## src/rtl/positional_list_store_macros.svh

```systemverilog
// Assertion macros shared by the list store RTL.
// Define NO_ASSERTIONS to compile every check away.
`ifndef POSITIONAL_LIST_STORE_MACROS_SVH
`define POSITIONAL_LIST_STORE_MACROS_SVH

`ifndef NO_ASSERTIONS

// Same-cycle implication, disabled while reset is low.
`define PLS_ASSERT_NOW(name, clk, rst_n, ante, cons) \
	name: assert property (@(posedge clk) disable iff (!rst_n) (ante) |-> (cons)) \
		else $error("list store check failed");

// Next-cycle implication, disabled while reset is low.
`define PLS_ASSERT_NEXT(name, clk, rst_n, ante, cons) \
	name: assert property (@(posedge clk) disable iff (!rst_n) (ante) |=> (cons)) \
		else $error("list store check failed");

`else

`define PLS_ASSERT_NOW(name, clk, rst_n, ante, cons)
`define PLS_ASSERT_NEXT(name, clk, rst_n, ante, cons)

`endif

`endif

```

## src/rtl/pls_pkg.sv

```systemverilog
`timescale 1ns / 1ps
//------------------------------------------------------------------------------
// pls_pkg: shared types and constants of the positional list store
// Field widths, request and status codes, and the command that the control
// unit broadcasts along the row of storage cells.
//------------------------------------------------------------------------------
package pls_pkg;

	localparam int CAPACITY = 16;
	localparam int DATA_W   = 32;
	localparam int POS_W    = 5;
	localparam int LEN_W    = 5;
	localparam int IDX_W    = (CAPACITY > 1) ? $clog2(CAPACITY) : 1;
	localparam int CNT_W    = $clog2(CAPACITY + 1);
	localparam int CMP_W    = (POS_W > CNT_W) ? POS_W : CNT_W;

	typedef logic signed [DATA_W-1:0] word_t;

	typedef enum logic [1:0] {
		OP_INSERT = 2'd0,
		OP_DELETE = 2'd1,
		OP_READ   = 2'd2,
		OP_WRITE  = 2'd3
	} op_t;

	typedef enum logic [1:0] {
		ST_OK    = 2'd0,
		ST_FULL  = 2'd1,
		ST_RANGE = 2'd2
	} status_t;

	// Command broadcast to every cell; at most one of ins/del/wr/rd is set
	typedef struct packed {
		logic             ins;
		logic             del;
		logic             wr;
		logic             rd;
		logic [IDX_W-1:0] pos;
		word_t            value;
	} cell_cmd_t;

endpackage

```

## src/rtl/pls_if.sv

```systemverilog
`timescale 1ns / 1ps
//------------------------------------------------------------------------------
// pls_if: request and response channels of the positional list store
// Valid/ready channels; a transaction completes when valid and ready are high.
//------------------------------------------------------------------------------
interface pls_req_if;
	logic                          valid;
	logic                          ready;
	pls_pkg::op_t                  op;
	logic [pls_pkg::POS_W-1:0]     position;
	pls_pkg::word_t                value;

	modport source (output valid, output op, output position, output value, input ready);
	modport sink   (input valid, input op, input position, input value, output ready);
endinterface

interface pls_rsp_if;
	logic                          valid;
	logic                          ready;
	pls_pkg::word_t                read_value;
	logic [pls_pkg::LEN_W-1:0]     length;
	pls_pkg::status_t              status;

	modport source (output valid, output read_value, output length, output status,
		input ready);
	modport sink   (input valid, input read_value, input length, input status,
		output ready);
endinterface

```

## src/rtl/positional_list_store.sv

```systemverilog
`timescale 1ns / 1ps
//------------------------------------------------------------------------------
// positional_list_store: bounded list of signed 32-bit words by position
// Each request transaction (insert before a position, delete, read or write
// at a position) yields exactly one result transaction carrying the read
// word (zero unless a successful read), the length after the request and a
// status of ok, full or out of range. The list lives in a row of CAPACITY
// cells; every cell shifts, loads or holds in the same cycle, so one request
// is taken per cycle while the result register is free or draining. The
// result is registered and appears the cycle after acceptance; a new request
// is taken while a result waits, as long as that result is taken in the same
// cycle. The cell row shifts in parallel together with the length update.
//------------------------------------------------------------------------------
module positional_list_store (
	input  logic       clk,
	input  logic       arst_n,
	pls_req_if.sink    req,
	pls_rsp_if.source  rsp
);

	pls_pkg::cell_cmd_t cmd;
	pls_pkg::word_t     cell_data [pls_pkg::CAPACITY];
	pls_pkg::word_t     rd_chain  [pls_pkg::CAPACITY+1];

	pls_ctrl u_ctrl (
		.clk     (clk),
		.arst_n  (arst_n),
		.req     (req),
		.rsp     (rsp),
		.rd_data (rd_chain[0]),
		.cmd     (cmd)
	);

	// Terminate the read chain past the last cell
	assign rd_chain[pls_pkg::CAPACITY] = '0;

	// Build the row of cells, each wired to its neighbors
	for (genvar i = 0; i < pls_pkg::CAPACITY; i++) begin : g_cell
		pls_pkg::word_t left_w;
		pls_pkg::word_t right_w;

		if (i == 0) begin : g_first
			assign left_w = '0;
		end else begin : g_left
			assign left_w = cell_data[i-1];
		end

		if (i == pls_pkg::CAPACITY - 1) begin : g_last
			assign right_w = '0;
		end else begin : g_right
			assign right_w = cell_data[i+1];
		end

		pls_cell u_cell (
			.clk        (clk),
			.idx        (pls_pkg::IDX_W'(i)),
			.cmd        (cmd),
			.left_data  (left_w),
			.right_data (right_w),
			.rd_in      (rd_chain[i+1]),
			.data       (cell_data[i]),
			.rd_out     (rd_chain[i])
		);
	end

endmodule

```

## src/rtl/pls_cell.sv

```systemverilog
`timescale 1ns / 1ps
//------------------------------------------------------------------------------
// pls_cell: one storage slot of the list
// Holds one entry; shifts from its left neighbor on insert, from its right
// neighbor on delete, loads the broadcast value at its own position, and
// merges its entry into the read chain when selected.
//------------------------------------------------------------------------------
module pls_cell (
	input  logic                        clk,
	input  logic [pls_pkg::IDX_W-1:0]   idx,
	input  pls_pkg::cell_cmd_t          cmd,
	input  pls_pkg::word_t              left_data,
	input  pls_pkg::word_t              right_data,
	input  pls_pkg::word_t              rd_in,
	output pls_pkg::word_t              data,
	output pls_pkg::word_t              rd_out
);

	pls_pkg::word_t data_q;
	pls_pkg::word_t data_d;
	logic           at_pos;
	logic           after_pos;

	assign at_pos    = (idx == cmd.pos);
	assign after_pos = (idx > cmd.pos);

	// Pick the next entry: open a gap, close a gap, or overwrite
	always_comb begin
		data_d = data_q;
		priority if (cmd.ins) begin
			if (at_pos) begin
				data_d = cmd.value;
			end else if (after_pos) begin
				data_d = left_data;
			end
		end else if (cmd.del) begin
			if (at_pos || after_pos) begin
				data_d = right_data;
			end
		end else if (cmd.wr) begin
			if (at_pos) begin
				data_d = cmd.value;
			end
		end
	end

	// Hold the entry
	always_ff @(posedge clk) begin
		data_q <= data_d;
	end

	// Merge into the read chain when this slot is addressed
	assign rd_out = rd_in | ((cmd.rd && at_pos) ? data_q : pls_pkg::word_t'(0));
	assign data   = data_q;

endmodule

```

## src/rtl/pls_ctrl.sv

```systemverilog
`timescale 1ns / 1ps
//------------------------------------------------------------------------------
// pls_ctrl: request checking, length counter and result register
// Validates each request against the current length, issues the cell command,
// updates the length and registers the result transaction.
//------------------------------------------------------------------------------
`include "positional_list_store_macros.svh"

module pls_ctrl (
	input  logic                  clk,
	input  logic                  arst_n,
	pls_req_if.sink               req,
	pls_rsp_if.source             rsp,
	input  pls_pkg::word_t        rd_data,
	output pls_pkg::cell_cmd_t    cmd
);

	logic [pls_pkg::CNT_W-1:0] count_q;
	logic [pls_pkg::CNT_W-1:0] count_d;
	logic                      out_valid_q;
	pls_pkg::word_t            read_value_q;
	logic [pls_pkg::LEN_W-1:0] length_q;
	pls_pkg::status_t          status_q;
	pls_pkg::status_t          st;
	logic [pls_pkg::CMP_W-1:0] pos_ext;
	logic [pls_pkg::CMP_W-1:0] cnt_ext;
	logic                      fire;
	logic                      ok;

	// Take a new transaction whenever the result register is free or draining
	assign req.ready = !out_valid_q || rsp.ready;
	assign fire      = req.valid && req.ready;

	assign pos_ext = pls_pkg::CMP_W'(req.position);
	assign cnt_ext = pls_pkg::CMP_W'(count_q);

	// Check the request: full before range on insert
	always_comb begin
		st = pls_pkg::ST_OK;
		unique case (req.op)
			pls_pkg::OP_INSERT: begin
				if (count_q == pls_pkg::CNT_W'(pls_pkg::CAPACITY)) begin
					st = pls_pkg::ST_FULL;
				end else if (pos_ext > cnt_ext) begin
					st = pls_pkg::ST_RANGE;
				end
			end
			pls_pkg::OP_DELETE, pls_pkg::OP_READ, pls_pkg::OP_WRITE: begin
				if (pos_ext >= cnt_ext) begin
					st = pls_pkg::ST_RANGE;
				end
			end
			default: st = pls_pkg::ST_RANGE;
		endcase
	end

	assign ok = fire && (st == pls_pkg::ST_OK);

	// Broadcast the command to the cell row
	always_comb begin
		cmd.ins   = ok && (req.op == pls_pkg::OP_INSERT);
		cmd.del   = ok && (req.op == pls_pkg::OP_DELETE);
		cmd.wr    = ok && (req.op == pls_pkg::OP_WRITE);
		cmd.rd    = ok && (req.op == pls_pkg::OP_READ);
		cmd.pos   = pls_pkg::IDX_W'(req.position);
		cmd.value = req.value;
	end

	// Advance the length
	always_comb begin
		count_d = count_q;
		if (cmd.ins) begin
			count_d = count_q + 1'b1;
		end else if (cmd.del) begin
			count_d = count_q - 1'b1;
		end
	end

	always_ff @(posedge clk or negedge arst_n) begin
		if (!arst_n) begin
			count_q     <= '0;
			out_valid_q <= 1'b0;
		end else begin
			count_q <= count_d;
			if (fire) begin
				out_valid_q <= 1'b1;
			end else if (rsp.ready) begin
				out_valid_q <= 1'b0;
			end
		end
	end

	// Capture the result payload
	always_ff @(posedge clk) begin
		if (fire) begin
			read_value_q <= rd_data;
			length_q     <= pls_pkg::LEN_W'(count_d);
			status_q     <= st;
		end
	end

	assign rsp.valid      = out_valid_q;
	assign rsp.read_value = read_value_q;
	assign rsp.length     = length_q;
	assign rsp.status     = status_q;

	`PLS_ASSERT_NOW(a_count_bound, clk, arst_n, 1'b1, count_q <= pls_pkg::CNT_W'(pls_pkg::CAPACITY))
	`PLS_ASSERT_NEXT(a_ins_grows, clk, arst_n, cmd.ins, count_q == $past(count_q) + 1'b1)
	`PLS_ASSERT_NEXT(a_del_shrinks, clk, arst_n, cmd.del, count_q == $past(count_q) - 1'b1)
	`PLS_ASSERT_NOW(a_full_only_at_cap, clk, arst_n, fire && (st == pls_pkg::ST_FULL), count_q == pls_pkg::CNT_W'(pls_pkg::CAPACITY))
	`PLS_ASSERT_NOW(a_rd_quiet, clk, arst_n, !cmd.rd, rd_data == pls_pkg::word_t'(0))

endmodule
```

## src/flat_wrapper.sv

```systemverilog
// flat-port wrapper written by rule: the top's interface ports become plain ports
module positional_list_store_flat 
  (clk, arst_n, req_valid, req_op, req_position, req_value, req_ready, rsp_valid, rsp_read_value, rsp_length, rsp_status, rsp_ready);
  pls_req_if req_i ();
  pls_rsp_if rsp_i ();
  input  logic clk;
  input  logic arst_n;
  input wire logic [$bits(req_i.valid)-1:0] req_valid;
  input wire logic [$bits(req_i.op)-1:0] req_op;
  input wire logic [$bits(req_i.position)-1:0] req_position;
  input wire logic [$bits(req_i.value)-1:0] req_value;
  output wire logic [$bits(req_i.ready)-1:0] req_ready;
  output wire logic [$bits(rsp_i.valid)-1:0] rsp_valid;
  output wire logic [$bits(rsp_i.read_value)-1:0] rsp_read_value;
  output wire logic [$bits(rsp_i.length)-1:0] rsp_length;
  output wire logic [$bits(rsp_i.status)-1:0] rsp_status;
  input wire logic [$bits(rsp_i.ready)-1:0] rsp_ready;
  assign req_i.valid = req_valid;
  assign req_i.op = req_op;
  assign req_i.position = req_position;
  assign req_i.value = req_value;
  assign req_ready = req_i.ready;
  assign rsp_valid = rsp_i.valid;
  assign rsp_read_value = rsp_i.read_value;
  assign rsp_length = rsp_i.length;
  assign rsp_status = rsp_i.status;
  assign rsp_i.ready = rsp_ready;
  positional_list_store u_core (.clk(clk), .arst_n(arst_n), .req(req_i), .rsp(rsp_i));
endmodule
```

## config.mk

```make
export PLATFORM = sky130hd
export DESIGN_NAME = positional_list_store_flat
export DESIGN_NICKNAME = d
export VERILOG_FILES = /design/src/rtl/pls_pkg.sv /design/src/rtl/pls_if.sv /design/src/rtl/positional_list_store.sv /design/src/rtl/pls_cell.sv /design/src/rtl/pls_ctrl.sv /design/src/flat_wrapper.sv
export VERILOG_INCLUDE_DIRS = /design/src /design/src/rtl
export SDC_FILE = /design/constraint.sdc
export NUM_CORES = 1
export LEC_CHECK = 0
export BUFFER_PORTS_ARGS = -buffer_cell sky130_fd_sc_hd__buf_2
export CAP_MARGIN = 40
export CORE_MARGIN = 3
export CORE_UTILIZATION = 50
export DETAILED_ROUTE_END_ITERATION = 12
export PLACE_DENSITY = 0.66
export SETUP_SLACK_MARGIN = 0.02
export SYNTH_ARGS = -nofsm -noshare
export SYNTH_HDL_FRONTEND = slang
export SYNTH_HIERARCHICAL = 1
export SYNTH_SLANG_ARGS = --single-unit
export TNS_END_PERCENT = 1
```

## constraint.sdc

```tcl
create_clock -name clk -period 11.05 [get_ports clk]
set_input_delay 0.5525 -clock clk [delete_from_list [all_inputs] [get_ports clk]]
set_output_delay 0.5525 -clock clk [all_outputs]
set_load 0.01 [all_outputs]
```

# [Yosys cells after proc, flatten, opt, wreduce, memory -nomap -nowiden]
# Cells that the tools add are included.
[word_totals] ff_bits=557 inputBits=43 out_inout_bits=41
[classes] n_addsub=2 magnitude_cmp=18 eq_ne=51 mux=136 bitwise=15 n_reduce_logical=78
[op_table] cell="32-bit 2-to-1 mux" n=128
[op_table] cell="32-bit OR" n=15
[op_table] cell="4-bit AND reduction" n=16
[op_table] cell="3-bit nonzero test" n=17
[op_table] cell="3-bit by 2-bit inequality test with 1-bit output, second input constant" n=16
[op_table] cell="3-bit inequality test, second input constant" n=16
[op_table] cell="4-bit equality test, first input constant" n=8
[op_table] cell="4-bit greater-than comparator, first input constant" n=8
[op_table] cell="1-bit logical AND" n=22
[op_table] cell="1-bit logical OR" n=17
[op_table] cell="3-bit by 4-bit equality test with 1-bit output, first input constant" n=4
[op_table] cell="3-bit by 4-bit greater-than comparator with 1-bit output, first input constant" n=4
[op_table] cell="5-bit 2-to-1 mux" n=2
[op_table] cell="2-bit by 4-bit equality test with 1-bit output, first input constant" n=2
[op_table] cell="1-bit by 4-bit greater-than comparator with 1-bit output, first input constant" n=2
[op_table] cell="2-bit by 4-bit greater-than comparator with 1-bit output, first input constant" n=2
[op_table] cell="2-bit 2-to-1 mux" n=3
[op_table] cell="5-bit by 1-bit adder with 5-bit output, second input constant" n=1
[op_table] cell="5-bit equality test, second input constant" n=1
[op_table] cell="5-bit greater-or-equal comparator" n=1
[op_table] cell="5-bit greater-than comparator" n=1
[op_table] cell="5-bit by 1-bit subtractor with 5-bit output, second input constant" n=1
[op_table] cell="1-bit by 4-bit equality test with 1-bit output, first input constant" n=1
[op_table] cell="2-bit equality test, second input constant" n=2
[op_table] cell="8 further kinds" n=10

# [Longest topological paths before layout]
[depth] ltp_word=24 ltp_mapped=25 mapped_depth_nobuf=23

# [Modules after synthesis]
# Netlist, hierarchy kept.
[by_module_without_submodules] mod="pls_cell (u_core.g_cell[0].u_cell ...)" instances=15 cells_each=235 area_each_um2=2239.6 seq_area_each_um2=960.9
[by_module_without_submodules] mod="pls_cell (u_core.g_cell[10].u_cell)" instances=1 cells_each=265 area_each_um2=2348.5 seq_area_each_um2=960.9
[by_module_without_submodules] mod="pls_ctrl" instances=1 cells_each=137 area_each_um2=2013.2 seq_area_each_um2=1321.3
[by_module_without_submodules] mod="positional_list_store" instances=1 cells_each=2 area_each_um2=7.5 seq_area_each_um2=0.0

# [Worst setup path before layout]
# No wires, ideal clock.
[synth_timing] kind="in2reg" startpoint="input port req_position[2]" endpoint="register u_core.g_cell[10].u_cell.data_q[0], enable pin" t_arrival_ps=5667 setup_slack_ps=4943 path_stages=9 cell_sequence="ha_1 -> a211oi_1 -> o211ai_1 -> o311ai_4 -> nand2_1 -> nor3_1 -> clkbuf_1 -> a211oi_1 -> a31oi_1"
[synth_rtl] element="start, declared" line="flat_wrapper.sv:10" source="input wire logic [$bits(req_i.position)-1:0] req_position;"
[synth_rtl] element="end signal, assigned" line="pls_cell.sv:49" source="data_q <= data_d;"
[synth_rtl] element="end, declared" line="pls_cell.sv:19" source="pls_pkg::word_t data_q;"

==> parameters.txt <==
Parameter                              Value

Floorplanning
  Floorplan die height ... approximately 280 um
  Core area ... roughly 75000 um^2
  Number of rows in the core area ... 100
  Die boundary width ... 281.6 um
  Boundary pin count ... 84
  Die Footprint ... between 70000 and 80000 um^2
  Initial cell density of the core ... 50.74%

Clock tree
  Clock Latency Late Sink ... 620 ps
  Max Buffers Root-to-Sink ... 3
  H-tree levels ... 3
  Number of clock buffers inserted by TritonCTS ... between 60 and 70
  TritonCTS clock tree ... done
  Clock-pin slew on the worst setup and hold paths ... 60 ps
  Clk Tree Root Cell ... clkbuf_16
  # Post-CTS Setup Buffers ... 0
  Clock sinks ... 557

Worst setup path
  Crit-path slowest cell ... and4b_2
  Worst setup path category ... reg -> reg
  R2R Setup Slk ... 6010 ps
  Worst setup SP type ... flip-flop
  Slowest stage delay, CP ... 420 ps
  Cell chain of the critical path ... inv_1 -> ha_1 -> nand2_1 -> o211ai_1 -> o311ai_4 -> and4b_2 -> and2_4 -> a21o_1 -> a21o_1 -> a21o_1 -> a21o_1 -> a21o_1 -> a21o_1 -> a21o_1 -> a21o_1 -> a21o_1 -> a21o_1 -> a21o_1 -> a21o_1 -> a21o_1 -> a21o_1 -> a21o_1 -> a21o_1
  Data arrival time at the worst-slack endpoint ... 5410 ps
  WP depth ... 23
  Endpoint type of the worst setup path ... flip-flop
  CP top delay family ... compound AO/OA/AOI/OAI gates
  Required time at the worst-slack endpoint ... around 11000 ps
  Most common cell on crit path ... a21o_1
  Worst-path fanout max ... 32
  Number of cells traversed by the worst register-to-register path ... 23
  Critical path buffer and inverter count ... 1

GRT
  Initial antenna violation count ... 0
  Pin count of the biggest net entering global routing ... 220
  Total congestion overflow after global routing ... 0
  Wire length of the first global-routing pass ... 163.2 mm
  Total track usage ... about a quarter
  Vias in the first global route ... about 28000

Finish
  Count of non-filler cells in the finished layout ... 4897
  Area taken by flip-flops and latches ... 16700 um^2
  Footprint of the multi-input gates ... between 15000 and 20000 um^2
  Most common library cell in the layout ignoring fill and taps ... edfxtp_1
  Inserted Diodes ... 0
  Most frequent cells in the layout ... edfxtp_1 (551), nand2_1 (550), a31oi_1 (527), a21o_1 (527), nand3_1 (483)
  Count of filler cells inserted in the layout ... 6834
  Growth of design area from synthesis to finish ... 6.681%
  Ratio of cells with drive above 1 in the final layout ... under 10%
  Final Net Count ... 3991

Timing
  Maximum clock frequency ... 198.4 MHz
  RSZ-0062 raised after global routing ... no
  Final Slew Violations ... 0
  Post-route fraction of the period consumed by the critical path ... 45.60%
  Final Skew ... about 27 ps
  Final hold viol count ... 0
  Final setup viols ... 0
  Worst slew pin tran ... 1149 ps
  Time the final worst path needs with I/O delays and setup ... 5039 ps
  Relative max-transition margin ... between 20% and 30%
  Setup TNS ... 0 ps

Synthesis
  Cell type contributing the most total cell area after synthesis ... edfxtp_1
  Distinct cell type count of the synthesized netlist ... 39
  Portion of synthesized cell area occupied by the leading cell type ... 43.58%
  Number of warnings reported in the yosys synthesis log ... 6
  Top cells by area, synth ... edfxtp_1 (44%), a22o_1 (11%), a21o_1 (10%)
  Total of flip-flops plus latches after synthesis ... 557
  Cell area after technology mapping ... roughly 38000 um^2
  Post-synth EDFFs ... 551
  Leading register cell type out of synthesis ... edfxtp_1
  Synth Area per Inst ... 9.662 um^2
  Synthesized netlist cell count ... 3929
  Fraction of synthesis flops using an asynchronous set or reset pin ... under 10%
  Proportion of synthesized chip area in sequential cells ... between 40% and 50%

Hold path
  Hold path depth ... 2
  Class of the tightest hold or removal check ... in -> reg

Run status
  Run status ... finished, final reports clean

Detailed routing
  Post-detailed-route DRC marker count ... 0
  Antenna Nets Post-Route ... 0
  Total number of vias ... a little over 30000
  Via-per-instance ratio ... 6.241
  Number of search-and-repair iterations in the first detailed-routing pass ... 5
  Initial drt markers ... 3129
  Routed WL ... 99.81 mm
  Routed length per placed instance ... 20.38 um

Power and ir drop
  Peak supply drop ... 0.0001011 V
  Standby leakage power ... 17.27 nW
  Post-route total power ... a little over 6 mW
  Power density over the cells ... 152.7 nW/um^2

Job
  Max-cap check violation count ... 0

Place
  Placer's final routability congestion estimate ... 0.7894
  Number of port buffers ... just over 80
  Half-perimeter wire length after placement ... 67.90 mm
  Count of placed standard cells including taps ... 4774
==> where the power goes <==
part / switching, mW / internal (mW)
combinational: 0.815 / 0.549
clock: 0.905 / 1.24
sequential: 0.109 / 2.57
==> stage by stage <==
| stage | cell area (um^2) | setup slack (ps) | hold WS [ps] | util, % |
|---|---|---|---|---|
| 6_report | 40500 | 6011 | 167.7 | 54.13 |
| 3_3_place_gp | 38240 | 5680 | 388.8 | 51.11 |
| 4_1_cts | 40500 | 6081 | 137.8 | 54.13 |
| 5_1_grt | 40500 | 5747 | 161.1 | 54.13 |
| 3_5_place_dp | 38400 | 5631 | 387.6 | 51.33 |
| 2_1_floorplan | 38560 | 4943 | 256.9 | - |
==> routing by layer <==
layer	track usage (%)	vias to the layer above	part of all wire [%]
met2	37.00	1035	44
met5	0	-	0
li1	-	15010	-
met1	38.27	14420	49
met3	2.906	99	5.8
met4	4.304	0	1.3
==> state kept, by name, indices dropped and copies added (netlist names) <==
name	cells
u_core/u_ctrl/rsp.length	5
u_core/u_ctrl/rsp.read_value	32
u_core/u_ctrl/rsp.valid	1
u_core/g_cell.u_cell/data	512
u_core/u_ctrl/rsp.status	2
u_core/u_ctrl/cnt_ext	5
==> Yosys cell counts (17+ instances only) <==
library cell / number
nor2_1: 17
a211oi_1: 34
nor2b_1: 64
buf_4: 36
nand2_1: 550
o211ai_1: 17
inv_1: 72
buf_6: 81
buf_1: 46
clkbuf_1: 115
buf_2: 159
a31oi_1: 528
a21o_1: 527
edfxtp_1: 551
nand3_1: 483
ha_1: 72
nand4_1: 17
a22o_1: 480
==> path summary, 6_finish.rpt <==
kind | startpoint | endpoint
min reg2reg | u_core/u_ctrl/cnt_ext[4] | u_core/u_ctrl/cnt_ext[4]
max in group asynchronous | arst_n | u_core/u_ctrl/cnt_ext[4]
max reg2reg | u_core/u_ctrl/cnt_ext[2] | u_core/u_ctrl/rsp.read_value[15]
max | u_core/u_ctrl/cnt_ext[2] | u_core/u_ctrl/rsp.read_value[15]
min in group asynchronous | arst_n | u_core/u_ctrl/cnt_ext[3]
min | req_valid | u_core/u_ctrl/rsp.valid
==> worst reg2reg max path, delay by kind of cell, from the launching register on <==
kind / cells / cell delay [ps]
AOI/OAI and AO/OA: 18 / 3170
adders and majority gates: 1 / 300
buffers and inverters: 1 / 110
DFF: 1 / 400
and+or+nand+nor: 3 / 850
==> logic make-up after synthesis <==
kind of cell,synth area share (%)
buffers and inverters,7.514
other,0.01978
and+or+nand+nor,14.41
xor gates and xnor gates,0.1153
DFF,43.98
adders and majority gates,2.373
muxes,0.05603
AOI/OAI and AO/OA,31.53
==> cell type report <==
cell class	instances	share of cell area, %
Clock buffer	83	4.393
Timing Repair Buffer	156	2.774
Multi-Input combinational cell	3021	47.19
Sequential cell	557	41.22
Inverter	72	0.6673
Tap cell	969	2.994
Clock inverter	39	0.7569
==> what timing repair did <==
action	in CTS	in global routing
endpoints found under the hold margin	6	0
gates resized for setup	0	0
endpoints found under the setup margin	0	0
hold buffers	1	0
Note: power is estimated with default switching activity, not from simulation.
